$ cat config.mk
export PLATFORM = sky130hd
export DESIGN_NAME = slot_queue_retry_transmitter
export DESIGN_NICKNAME = d
export VERILOG_FILES = /design/src/sqrtx_pkg.sv /design/src/sqrtx_dp.sv /design/src/sqrtx_ctrl.sv /design/src/slot_queue_retry_transmitter.sv
export SDC_FILE = /design/constraint.sdc
export NUM_CORES = 1
export LEC_CHECK = 0
export ABC_CLOCK_PERIOD_IN_PS = 10650
export BUFFER_PORTS_ARGS = -buffer_cell sky130_fd_sc_hd__buf_2
export CAP_MARGIN = 20
export CORE_MARGIN = 10
export CORE_UTILIZATION = 35
export CTS_CLUSTER_SIZE = 10
export DETAILED_ROUTE_END_ITERATION = 8
export GPL_ROUTABILITY_DRIVEN = 0
export GPL_TIMING_DRIVEN = 0
export PLACE_DENSITY = 0.6
export SLEW_MARGIN = 20
export SYNTH_ARGS = -nofsm -noshare
export SYNTH_HDL_FRONTEND = slang
export SYNTH_SLANG_ARGS = --single-unit
$ cat constraint.sdc
create_clock -name clk -period 10.65 [get_ports clk]
set_clock_uncertainty 0.1 [all_clocks]
set_input_delay 1.5975 -clock clk [delete_from_list [all_inputs] [get_ports clk]]
set_output_delay 1.5975 -clock clk [all_outputs]
set_load 0.005 [all_outputs]
$ cat src/sqrtx_pkg.sv
`default_nettype none

package sqrtx_pkg;

    localparam int SLOTS          = 16;
    localparam int SLOT_BITS      = 4;
    localparam int HANDLE_BITS    = 16;
    localparam int TIME_BITS      = 32;
    localparam int COUNT_BITS     = 5;
    localparam int TRY_BITS       = 4;
    localparam int INTERVAL_BITS  = 16;
    localparam int CFG_INDEX_BITS = 2;
    localparam int CFG_DATA_BITS  = 16;

    localparam logic [INTERVAL_BITS-1:0] TIMEOUT_RESET   = 16'd200;
    localparam logic [TRY_BITS-1:0]      MAX_TRIES_RESET = 4'd3;
    localparam logic [INTERVAL_BITS-1:0] GAP_RESET       = 16'd100;

    typedef enum logic [1:0] {
        CMD_TICK = 2'd0,
        CMD_ENQ  = 2'd1,
        CMD_ACK  = 2'd2,
        CMD_NOP  = 2'd3
    } cmd_t;

    typedef enum logic [CFG_INDEX_BITS-1:0] {
        CFG_RESPONSE_TIMEOUT = 2'd0,
        CFG_MAX_TRIES        = 2'd1,
        CFG_FRAME_GAP        = 2'd2
    } cfg_index_t;

    typedef enum logic [2:0] {
        PH_CHECK = 3'd0,
        PH_INIT  = 3'd1,
        PH_SEND  = 3'd2,
        PH_WAIT  = 3'd3,
        PH_END   = 3'd4
    } phase_t;

    typedef struct packed {
        cmd_t                   cmd;
        logic [TIME_BITS-1:0]   now_time;
        logic [HANDLE_BITS-1:0] msg_handle;
    } in_item_t;

    typedef struct packed {
        logic                   tx_valid;
        logic [HANDLE_BITS-1:0] tx_handle;
        logic [SLOT_BITS-1:0]   tx_slot;
        logic                   enq_accepted;
        logic                   finished;
        logic                   dropped;
        logic [COUNT_BITS-1:0]  pending;
    } out_item_t;

    typedef struct packed {
        logic load_out;
        logic enq;
        logic scan;
        logic clear_tries;
        logic send;
        logic retry;
        logic free;
        logic dropped;
    } ctrl_cmd_t;

    typedef struct packed {
        logic pending_nz;
        logic found;
        logic timed_out;
        logic retry_left;
        logic gap_over;
    } dp_status_t;

endpackage

`default_nettype wire

$ cat src/sqrtx_dp.sv
`default_nettype none

module sqrtx_dp (
    input  logic                                 clk,
    input  logic                                 rst_n,
    input  logic [sqrtx_pkg::TIME_BITS-1:0]      now_time,
    input  logic [sqrtx_pkg::HANDLE_BITS-1:0]    msg_handle,
    input  sqrtx_pkg::ctrl_cmd_t                 ctrl,
    input  logic                                 cfg_we,
    input  logic [sqrtx_pkg::CFG_INDEX_BITS-1:0] cfg_index,
    input  logic [sqrtx_pkg::CFG_DATA_BITS-1:0]  cfg_data,
    output sqrtx_pkg::dp_status_t                status,
    output sqrtx_pkg::out_item_t                 out_data
);
    import sqrtx_pkg::*;

    logic [SLOTS-1:0]         slot_full_reg, slot_full_next;
    logic [HANDLE_BITS-1:0]   slot_handle_reg [SLOTS];
    logic [COUNT_BITS-1:0]    pending_reg, pending_next;
    logic [SLOT_BITS-1:0]     scan_ptr_reg, scan_ptr_next;
    logic [SLOT_BITS-1:0]     active_slot_reg, active_slot_next;
    logic [TIME_BITS-1:0]     sent_time_reg, sent_time_next;
    logic [TIME_BITS-1:0]     done_time_reg, done_time_next;
    logic [TRY_BITS-1:0]      try_count_reg, try_count_next;
    logic [INTERVAL_BITS-1:0] timeout_reg;
    logic [TRY_BITS-1:0]      max_tries_reg;
    logic [INTERVAL_BITS-1:0] gap_reg;
    out_item_t                out_data_reg, out_data_next;

    logic                     found;
    logic [SLOT_BITS-1:0]     scan_idx;
    logic                     has_free;
    logic [SLOT_BITS-1:0]     free_idx;
    logic                     enq_ok;
    logic [TRY_BITS-1:0]      tries_inc;

    // first occupied slot at or above the scan pointer
    always_comb
    begin
        found    = 1'b0;
        scan_idx = '0;
        for (int i = SLOTS - 1; i >= 0; i--)
        begin
            if (slot_full_reg[i] && (SLOT_BITS'(i) >= scan_ptr_reg))
            begin
                found    = 1'b1;
                scan_idx = SLOT_BITS'(i);
            end
        end
    end

    // first empty slot
    always_comb
    begin
        has_free = 1'b0;
        free_idx = '0;
        for (int i = SLOTS - 1; i >= 0; i--)
        begin
            if (!slot_full_reg[i])
            begin
                has_free = 1'b1;
                free_idx = SLOT_BITS'(i);
            end
        end
    end

    assign enq_ok    = ctrl.enq & has_free;
    assign tries_inc = try_count_reg + TRY_BITS'(1);

    assign status.pending_nz = (pending_reg != '0);
    assign status.found      = found;
    assign status.retry_left = (tries_inc < max_tries_reg);
    assign status.timed_out  =
        ((now_time - sent_time_reg) > TIME_BITS'(timeout_reg));
    assign status.gap_over   =
        ((now_time - done_time_reg) > TIME_BITS'(gap_reg));

    always_comb
    begin
        slot_full_next   = slot_full_reg;
        pending_next     = pending_reg;
        scan_ptr_next    = scan_ptr_reg;
        active_slot_next = active_slot_reg;
        sent_time_next   = sent_time_reg;
        done_time_next   = done_time_reg;
        try_count_next   = try_count_reg;

        if (enq_ok)
        begin
            slot_full_next[free_idx] = 1'b1;
            pending_next             = pending_reg + COUNT_BITS'(1);
        end

        if (ctrl.scan)
        begin
            if (found)
            begin
                active_slot_next = scan_idx;
                scan_ptr_next    = (scan_idx == SLOT_BITS'(SLOTS - 1)) ?
                                   '0 : scan_idx + SLOT_BITS'(1);
            end
            else
            begin
                scan_ptr_next = '0;
            end
        end

        if (ctrl.clear_tries)
            try_count_next = '0;
        if (ctrl.retry)
            try_count_next = tries_inc;
        if (ctrl.send)
            sent_time_next = now_time;

        if (ctrl.free)
        begin
            slot_full_next[active_slot_reg] = 1'b0;
            if (pending_reg != '0)
                pending_next = pending_reg - COUNT_BITS'(1);
            done_time_next = now_time;
        end
    end

    always_comb
    begin
        out_data_next.tx_valid     = ctrl.send;
        out_data_next.tx_handle    = ctrl.send ? slot_handle_reg[active_slot_reg] : '0;
        out_data_next.tx_slot      = ctrl.send ? active_slot_reg : '0;
        out_data_next.enq_accepted = enq_ok;
        out_data_next.finished     = ctrl.free;
        out_data_next.dropped      = ctrl.dropped;
        out_data_next.pending      = pending_next;
    end

    always_ff @(posedge clk or negedge rst_n)
    begin
        if (!rst_n)
        begin
            slot_full_reg   <= '0;
            pending_reg     <= '0;
            scan_ptr_reg    <= '0;
            active_slot_reg <= '0;
            sent_time_reg   <= '0;
            done_time_reg   <= '0;
            try_count_reg   <= '0;
        end
        else
        begin
            slot_full_reg   <= slot_full_next;
            pending_reg     <= pending_next;
            scan_ptr_reg    <= scan_ptr_next;
            active_slot_reg <= active_slot_next;
            sent_time_reg   <= sent_time_next;
            done_time_reg   <= done_time_next;
            try_count_reg   <= try_count_next;
        end
    end

    always_ff @(posedge clk or negedge rst_n)
    begin
        if (!rst_n)
        begin
            timeout_reg   <= TIMEOUT_RESET;
            max_tries_reg <= MAX_TRIES_RESET;
            gap_reg       <= GAP_RESET;
        end
        else if (cfg_we)
        begin
            case (cfg_index)
                CFG_RESPONSE_TIMEOUT: timeout_reg   <= cfg_data[INTERVAL_BITS-1:0];
                CFG_MAX_TRIES:        max_tries_reg <= cfg_data[TRY_BITS-1:0];
                CFG_FRAME_GAP:        gap_reg       <= cfg_data[INTERVAL_BITS-1:0];
                default:              ;
            endcase
        end
    end

    always_ff @(posedge clk)
    begin
        if (enq_ok)
            slot_handle_reg[free_idx] <= msg_handle;
        if (ctrl.load_out)
            out_data_reg <= out_data_next;
    end

    assign out_data = out_data_reg;

endmodule

`default_nettype wire

$ cat src/sqrtx_ctrl.sv
`default_nettype none

module sqrtx_ctrl (
    input  logic                   clk,
    input  logic                   rst_n,
    input  logic                   in_valid,
    input  sqrtx_pkg::cmd_t        cmd,
    input  logic                   out_stall,
    input  sqrtx_pkg::dp_status_t  status,
    output logic                   in_stall,
    output logic                   out_valid,
    output sqrtx_pkg::ctrl_cmd_t   ctrl
);
    import sqrtx_pkg::*;

    phase_t phase_reg, phase_next;
    logic   have_work_reg, have_work_next;
    logic   ack_seen_reg, ack_seen_next;
    logic   out_valid_reg, out_valid_next;
    logic   accept;
    logic   tick;

    assign in_stall  = out_valid_reg & out_stall;
    assign accept    = in_valid & ~in_stall;
    assign tick      = accept && (cmd == CMD_TICK);
    assign out_valid = out_valid_reg;

    always_comb
    begin
        out_valid_next = accept | (out_valid_reg & out_stall);
    end

    // next state
    always_comb
    begin
        phase_next     = phase_reg;
        have_work_next = have_work_reg;
        ack_seen_next  = ack_seen_reg;

        if (accept && (cmd == CMD_ACK))
            ack_seen_next = 1'b1;

        if (tick)
        begin
            case (phase_reg)
                PH_CHECK:
                begin
                    if (status.pending_nz)
                    begin
                        have_work_next = status.found;
                        if (status.found)
                            phase_next = PH_INIT;
                    end
                end
                PH_INIT:
                begin
                    if (have_work_reg)
                    begin
                        have_work_next = 1'b0;
                        ack_seen_next  = 1'b0;
                        phase_next     = PH_SEND;
                    end
                end
                PH_SEND:
                    phase_next = PH_WAIT;
                PH_WAIT:
                begin
                    if (!ack_seen_reg && status.timed_out)
                        phase_next = status.retry_left ? PH_SEND : PH_END;
                    else if (ack_seen_reg)
                        phase_next = PH_END;
                end
                PH_END:
                begin
                    if (status.gap_over)
                        phase_next = PH_CHECK;
                end
                default:
                    phase_next = PH_CHECK;
            endcase
        end
    end

    // datapath commands
    always_comb
    begin
        ctrl             = '0;
        ctrl.load_out    = accept;
        ctrl.enq         = accept && (cmd == CMD_ENQ);

        if (tick)
        begin
            case (phase_reg)
                PH_CHECK:
                    ctrl.scan = status.pending_nz;
                PH_INIT:
                    ctrl.clear_tries = have_work_reg;
                PH_SEND:
                    ctrl.send = 1'b1;
                PH_WAIT:
                begin
                    if (!ack_seen_reg && status.timed_out)
                    begin
                        ctrl.retry = 1'b1;
                        if (!status.retry_left)
                        begin
                            ctrl.free    = 1'b1;
                            ctrl.dropped = 1'b1;
                        end
                    end
                    else if (ack_seen_reg)
                    begin
                        ctrl.free = 1'b1;
                    end
                end
                default:
                    ;
            endcase
        end
    end

    always_ff @(posedge clk or negedge rst_n)
    begin
        if (!rst_n)
        begin
            phase_reg     <= PH_CHECK;
            have_work_reg <= 1'b0;
            ack_seen_reg  <= 1'b0;
            out_valid_reg <= 1'b0;
        end
        else
        begin
            phase_reg     <= phase_next;
            have_work_reg <= have_work_next;
            ack_seen_reg  <= ack_seen_next;
            out_valid_reg <= out_valid_next;
        end
    end

endmodule

`default_nettype wire

$ cat src/slot_queue_retry_transmitter.sv
`default_nettype none

// Slot queue with a round-robin sender that retries on timeout. Every command
// (tick, enqueue, acknowledge, no-op) completes in the cycle its beat is
// accepted and gives exactly one result beat, so the block takes one item per
// clock; the slot scan and the free-slot search are combinational priority
// encoders over the occupancy bitmap. Results sit in one output register, and
// the input stalls only while that register holds a beat that the output side
// is stalling. No clearing pass is needed after reset. Configuration writes go
// straight to the timeout, try-limit and gap registers.
module slot_queue_retry_transmitter (
    input  logic                                 clk,
    input  logic                                 rst_n,
    input  logic                                 in_valid,
    output logic                                 in_stall,
    input  sqrtx_pkg::in_item_t                  in_data,
    output logic                                 out_valid,
    input  logic                                 out_stall,
    output sqrtx_pkg::out_item_t                 out_data,
    input  logic                                 cfg_we,
    input  logic [sqrtx_pkg::CFG_INDEX_BITS-1:0] cfg_index,
    input  logic [sqrtx_pkg::CFG_DATA_BITS-1:0]  cfg_data
);
    import sqrtx_pkg::*;

    ctrl_cmd_t  ctrl;
    dp_status_t status;

    sqrtx_ctrl u_ctrl (
        .clk       (clk),
        .rst_n     (rst_n),
        .in_valid  (in_valid),
        .cmd       (in_data.cmd),
        .out_stall (out_stall),
        .status    (status),
        .in_stall  (in_stall),
        .out_valid (out_valid),
        .ctrl      (ctrl)
    );

    sqrtx_dp u_dp (
        .clk        (clk),
        .rst_n      (rst_n),
        .now_time   (in_data.now_time),
        .msg_handle (in_data.msg_handle),
        .ctrl       (ctrl),
        .cfg_we     (cfg_we),
        .cfg_index  (cfg_index),
        .cfg_data   (cfg_data),
        .status     (status),
        .out_data   (out_data)
    );

endmodule

`default_nettype wire
Yosys cells after proc, flatten, opt, wreduce, memory -nomap -nowiden
Memories as Yosys holds them, arrays and structs flattened. A register that Yosys moved wholly into a read port is not among the register bits.
Index checks and enable logic that the tools add are counted.

storage, ports and cells
  logic and storage cells = 212
  memory bits (writable) = 256
  memories = 1
  bits in registers = 152
  input bits = 73

cells by class
  add/sub/neg operators = 6
  bitwise logic cells = 8
  equality and inequality tests = 14
  magnitude comparators = 23
  mux-type cells = 103
  reductions and logical operators = 37

memories
  name                  depth  bits a word  read ports  clocked after Yosys merged registers in  write ports  RTL line        RTL
  u_dp.slot_handle_reg  16     16           1           1                                        1            sqrtx_dp.sv:18  logic [HANDLE_BITS-1:0] slot_handle_reg [SLOTS];

operator list
  kind                                                                     count
  4-bit 2-to-1 mux                                                         36
  32-bit by 16-bit > comparator with 1-bit output                          2
  32-bit subtractor                                                        2
  1-bit 2-to-1 mux                                                         48
  4-bit >= comparator, first input constant                                8
  16-bit 2-to-1 mux                                                        2
  3-bit 2-to-1 mux                                                         8
  1-bit logical AND                                                        22
  16-bit AND                                                               1
  3-bit by 4-bit >= comparator with 1-bit output, first input constant     4
  16-bit inverter                                                          1
  16-bit OR                                                                1
  5-bit 2-to-1 mux                                                         3
  3-bit case mux with 5 select lines                                       1
  4-bit by 5-bit < comparator with 1-bit output, second input constant     2
  4-bit by 1-bit adder with 4-bit output, second input constant            2
  1-bit demux with 4-bit select                                            2
  1-bit by 4-bit >= comparator with 1-bit output, first input constant     2
  2-bit by 4-bit >= comparator with 1-bit output, first input constant     2
  4-bit by 1-bit >= comparator with 1-bit output, second input constant    2
  2-bit AND reduction                                                      4
  3-bit by 2-bit == test with 1-bit output, second input constant          2
  6-bit 2-to-1 mux                                                         1
  2-bit by 1-bit inequality test with 1-bit output, second input constant  3
  other kinds (22)                                                         30

Logic depth before layout (Yosys ltp)
  word-level depth = 24
  mapped depth = 23
  mapped depth without buffers = 22

Modules after synthesis
From an unflattened synthesis, not the netlist that was laid out.

second synthesis, totals
  cells, all modules = 1,683
  area, all modules = 21,116.5 um^2

modules (own cells, without submodules)
  module      seq. area each (um^2)  times used  area an instance (um^2)  cells each
  sqrtx_dp    11,896.4               1           20,644.8                 1,633
  sqrtx_ctrl  150.1                  1           471.7                    50

Worst setup path after synthesis
Ideal clock, no wire load.

  path type = input to register
  start = in in_data[17] (netlist bit)
  end = reg u_dp.out_data_reg (netlist bit u_dp.out_data[0]), data pin
  library setup time = 0.265 ns
  path buffers = 1
  path slack = 4.870 ns
  required time = 10.285 ns
  stages on the path = 21
  data arrival time = 5.415 ns
  path through = ha_1 nor2b_1 o2111ai_1 a31oi_1 o21ai_0 nand2_1 a31oi_1 o21ai_0 xor2_1 ha_1 nand4_1 a311oi_1 a211o_1 a211oi_1 o22a_1 nand4_1 nor4_1 a41oi_1 buf_2 a31oi_1 xnor2_1

RTL lines
  element                 RTL line                            RTL
  start: declaration      slot_queue_retry_transmitter.sv:16  input sqrtx_pkg::in_item_t in_data,
  end signal: assignment  sqrtx_dp.sv:183                     out_data_reg <= out_data_next;
  end: declaration        sqrtx_dp.sv:28                      out_item_t out_data_reg, out_data_next;

Worst setup path after layout
  start = in in_data[17] (netlist bit)
  end = reg u_dp.done_time_reg[26]

between the ends
  word-level cells in the longest chain between the ends = 6

ends and longest elaborated chain
  element                                          RTL line           RTL
  32-bit subtractor                                sqrtx_dp.sv:74     ((now_time - sent_time_reg) > TIME_BITS'(timeout_reg));
  32-bit by 16-bit > comparator with 1-bit output  sqrtx_dp.sv:74
  1-bit logical AND                                sqrtx_ctrl.sv:102  if (!ack_seen_reg && status.timed_out)
  1-bit 2-to-1 mux                                 sqrtx_ctrl.sv:102
  3-bit 2-to-1 mux                                 sqrtx_ctrl.sv:93   case (phase_reg)
  6-bit 2-to-1 mux                                 sqrtx_ctrl.sv:91   if (tick)
  end signal: assignment                           sqrtx_dp.sv:154    done_time_reg <= done_time_next;
  end: declaration                                 sqrtx_dp.sv:23     logic [TIME_BITS-1:0] done_time_reg, done_time_next;

Every way passes these cells.
A chain may end at the register's enable or synchronous reset.

==> impl_metrics.yaml <==
power:
  power_mw: 6.17
  p_int_mw: 3.89
  irDropWorstVdd_uv: 141
  switching_share: 0.370
  p_comb_frac: 0.407
  p_seq_frac: 0.335
  p_leak_nw: 9.33
  powerDensity_mw_per_mm2: 247
  pwr-share-clk: 0.258
  switchingPower_mw: 2.29
synth:
  synth_flop_cell: "edfxtp_1"
  async_flop_share: 0.328
  synth_seq_cells: 424
  syn_nets: 1953
  syn_area_sq_mm: 0.0217
  ys_seq_area_frac: 0.555
  synth_area_per_cell_sq_um: 12.2
  ys_warn_count: 0
  syn_inst: 1777
  yosysUniqueCellTypes: 83
  synth-edff-count: 285
grt:
  grt.overflow.total: 0
  grt_max_degree: 77
  antenna_found_initial: 6
  grt_pass1_vias: 15502
  grt_first_pass_wirelength_mm: 89.6
  track_usage: 0.160
clocking:
  clkTransAtPathRegs_ps: 50
  post_cts_buffers: 0
  holdBufCountCts: 0
  cts_sinks: 424
  cts_tree: "built"
  cts_resized: 0
  clock_path_buffers: 3
  clock_latency_ps: 630
  cts_buffers: 50
  htreeDepth: 2
  root_buffer: "clkbuf_16"
place:
  place_inst: 2678
  io_buffers: 103
  dpl.hpwl_mm: 41.2
  dp_slack_ps: 3410
sta:
  setup_ws_ps: 3940
  whs_ps: 393
  setup_violations: 0
  slew_headroom: 0.285
  max_freq_mhz: 149
  rsz0062_at_grt: "no"
  worstMarginPinSlew_ps: 1070
  fin_crit_ps: 6710
  setup_tns_ps: 0
  fin_crit_sh: 0.630
  hold_violations: 0
  slew_violations: 0
setup_path:
  worstPathCellList: "buf_2 > ha_1 > nor2b_1 > o2111ai_1 > a31oi_1 > o21ai_0 > nand2_1 > a31oi_1 > o21ai_0 > xor2_1 > ha_1 > nand4_1 > a311oi_1 > a211o_1 > a211oi_1 > o22a_1 > nand4_1 > nor4_1 > a41oi_1 > nand2_1 > inv_2 > clkbuf_1 > o21ai_1"
  critPathKind: "in -> reg"
  cp-end-kind: "register"
  cp_top_family: "compound AO/OA/AOI/OAI gates"
  crit_slowest_cell: "o21ai_0"
  max_stage_delay_ps: 550
  cp.arrival_ps: 7120
  startpoint_type: "primary input"
  cp_max_fo: 10
  path_buf_inv: 3
  critPathRequiredTime_ps: 11060
die:
  fp.dieH_um: 269
  rows: 91
  core_area_sq_mm: 0.0615
  dieArea_sq_mm: 0.0723
  die_x_um: 269
  io_pins: 104
  start_util: 0.353
detailed_routing:
  drt-pass1-iter-count: 7
  num_vias: 15320
  antenna_left: 0
  drt_iter0_markers: 1314
  vias_per_cell: 5.54
  drt_wl_total_mm: 58.2
  drc: 0
  wl_per_cell_um: 21.0
layout:
  diodes: 0
  nets: 2116
  fin_cells: 2766
  drive_above_1_share: 0.170
  largest_reg_flops: 256
  syn2layout_area_growth_pct: 15.2
worst_hold_path:
  holdCritPathClass: "reg -> reg"
status:
  status: "complete, no violations"
job:
  maxCapViolations: 0
worst register-to-register path: stages, from the launching register on:
cell,delay [ps]
dfrtp_1,370
inv_1,60
ha_1,260
nor2b_1,150
o2111ai_1,220
a31oi_1,230
o21ai_0,550
nand2_1,200
a31oi_1,290
o21ai_0,150
xor2_1,250
ha_1,300
nand4_1,170
a311oi_1,70
a211o_1,280
a211oi_1,470
o22a_1,210
nand4_1,100
nor4_1,390
a41oi_1,190
nand2_1,140
inv_2,140
clkbuf_1,330
o21ai_1,230
kinds of logic (layout without fill, tap and decap cells):
logic type / count (synthesis) / after routing / share of synthesized area
compound gates: 431 / 431 / 0.128
mux: 113 / 113 / 0.0999
buf+inv: 211 / 410 / 0.0374
xor+xnor: 41 / 41 / 0.0166
fa+ha+maj: 103 / 103 / 0.0601
simple gates: 454 / 454 / 0.103
flops: 424 / 424 / 0.555
per-stage QoR:
step	util	cell area (sq um)
after floorplan	-	21700
after detailed placement	0.382	23500
final	0.406	25000
after CTS	0.406	25000
after global placement	0.377	23200
after global routing	0.406	25000
layout make-up:
type | count | area (sq um)
fillers | 5796 | 36500
inverters | 129 | 484
plain buffers | 82 | 333
multi-input cells | 1142 | 8940
flip-flops and latches | 424 | 12000
clock inverters | 9 | 143
repair buffers | 111 | 672
clock buffers | 79 | 1380
well taps | 790 | 988
placed cells by master, fill, tap and decap left out, types with 9 or more instances in the layout:
cell type / count
ha_1: 101
buf_2: 114
and2_1: 29
nor3_1: 25
clkbuf_1: 84
a21oi_1: 104
o21a_1: 21
o21bai_1: 10
nor2_1: 63
xnor2_1: 25
inv_1: 126
o31ai_1: 10
o21ai_1: 32
nor2b_1: 14
a21boi_0: 12
xor2_1: 16
nand3_1: 64
mux2_2: 26
a21o_1: 29
nand2b_1: 12
clkbuf_16: 50
nand4_1: 40
mux4_2: 80
o211ai_1: 15
o21ai_0: 90
nand2_1: 143
nor4_1: 9
a31oi_1: 20
nor2_4: 12
edfxtp_1: 285
dfrtp_1: 131
path summary, 6_finish.rpt:
path	startpoint	to	slack (ps)	cells past startpoint
worst min-delay path	u_dp.sent_time_reg[0]$_DFFE_PN0P_	u_dp.sent_time_reg[0]$_DFFE_PN0P_	390	2
worst max register to register	u_dp.sent_time_reg[1]$_DFFE_PN0P_	u_dp.done_time_reg[26]$_DFFE_PN0N_	4730	23
min in group asynchronous	rst_n	u_dp.gap_reg[15]$_DFFE_PN0P_	860	1
max in group asynchronous	rst_n	u_dp.slot_full_reg[12]$_DFF_PN0_	8780	2
worst max-delay path	in_data[17]	u_dp.done_time_reg[26]$_DFFE_PN0N_	3940	23
worst min register to register	u_dp.sent_time_reg[0]$_DFFE_PN0P_	u_dp.sent_time_reg[0]$_DFFE_PN0P_	390	2
cell usage after synthesis, drive strengths merged (5+ instances only):
master / n / area (sq um)
a211o: 8 / 70.1
a21boi: 12 / 90.1
a21o: 29 / 218
a21oi: 105 / 529
a31oi: 20 / 125
and2: 29 / 181
and3: 8 / 50.1
buf: 24 / 108
clkbuf: 58 / 219
dfrtp: 131 / 3280
dfstp: 8 / 210
edfxtp: 285 / 8560
ha: 101 / 1260
inv: 129 / 484
mux2: 28 / 315
mux2i: 5 / 50.1
mux4: 80 / 1800
nand2: 143 / 537
nand2b: 12 / 75.1
nand3: 64 / 320
nand3b: 5 / 37.5
nand4: 40 / 250
nor2: 78 / 293
nor2b: 14 / 87.6
nor3: 26 / 130
nor4: 9 / 56.3
o211ai: 15 / 113
o21a: 21 / 158
o21ai: 124 / 628
o21bai: 10 / 75.1
o22a: 6 / 52.6
o31ai: 10 / 75.1
xnor2: 25 / 219
xor2: 16 / 140
routing by layer:
layer / share of wire / wire length [um] / vias to the layer above / GRT usage
met3: 0.057 / 3330 / 130 / 0.0281
met5: 0.00070 / 41 / - / 0
met1: 0.42 / 24200 / 7620 / 0.200
met2: 0.49 / 28700 / 504 / 0.276
li1: - / - / 7060 / -
met4: 0.032 / 1860 / 6 / 0.0536
power by group through the flow:
| stage | clock (mW) | combinational [mW] | sequential [mW] |
|---|---|---|---|
| 3_5_place_dp | 0 | 2.48 | 2.10 |
| 2_1_floorplan | 0 | 1.84 | 2.07 |
| 6_report | 1.59 | 2.51 | 2.07 |
| 3_3_place_gp | 0 | 2.38 | 2.09 |
| 5_1_grt | 1.70 | 2.80 | 2.09 |
| 4_1_cts | 1.63 | 2.50 | 2.07 |
Power figures use the tool's default switching activity.
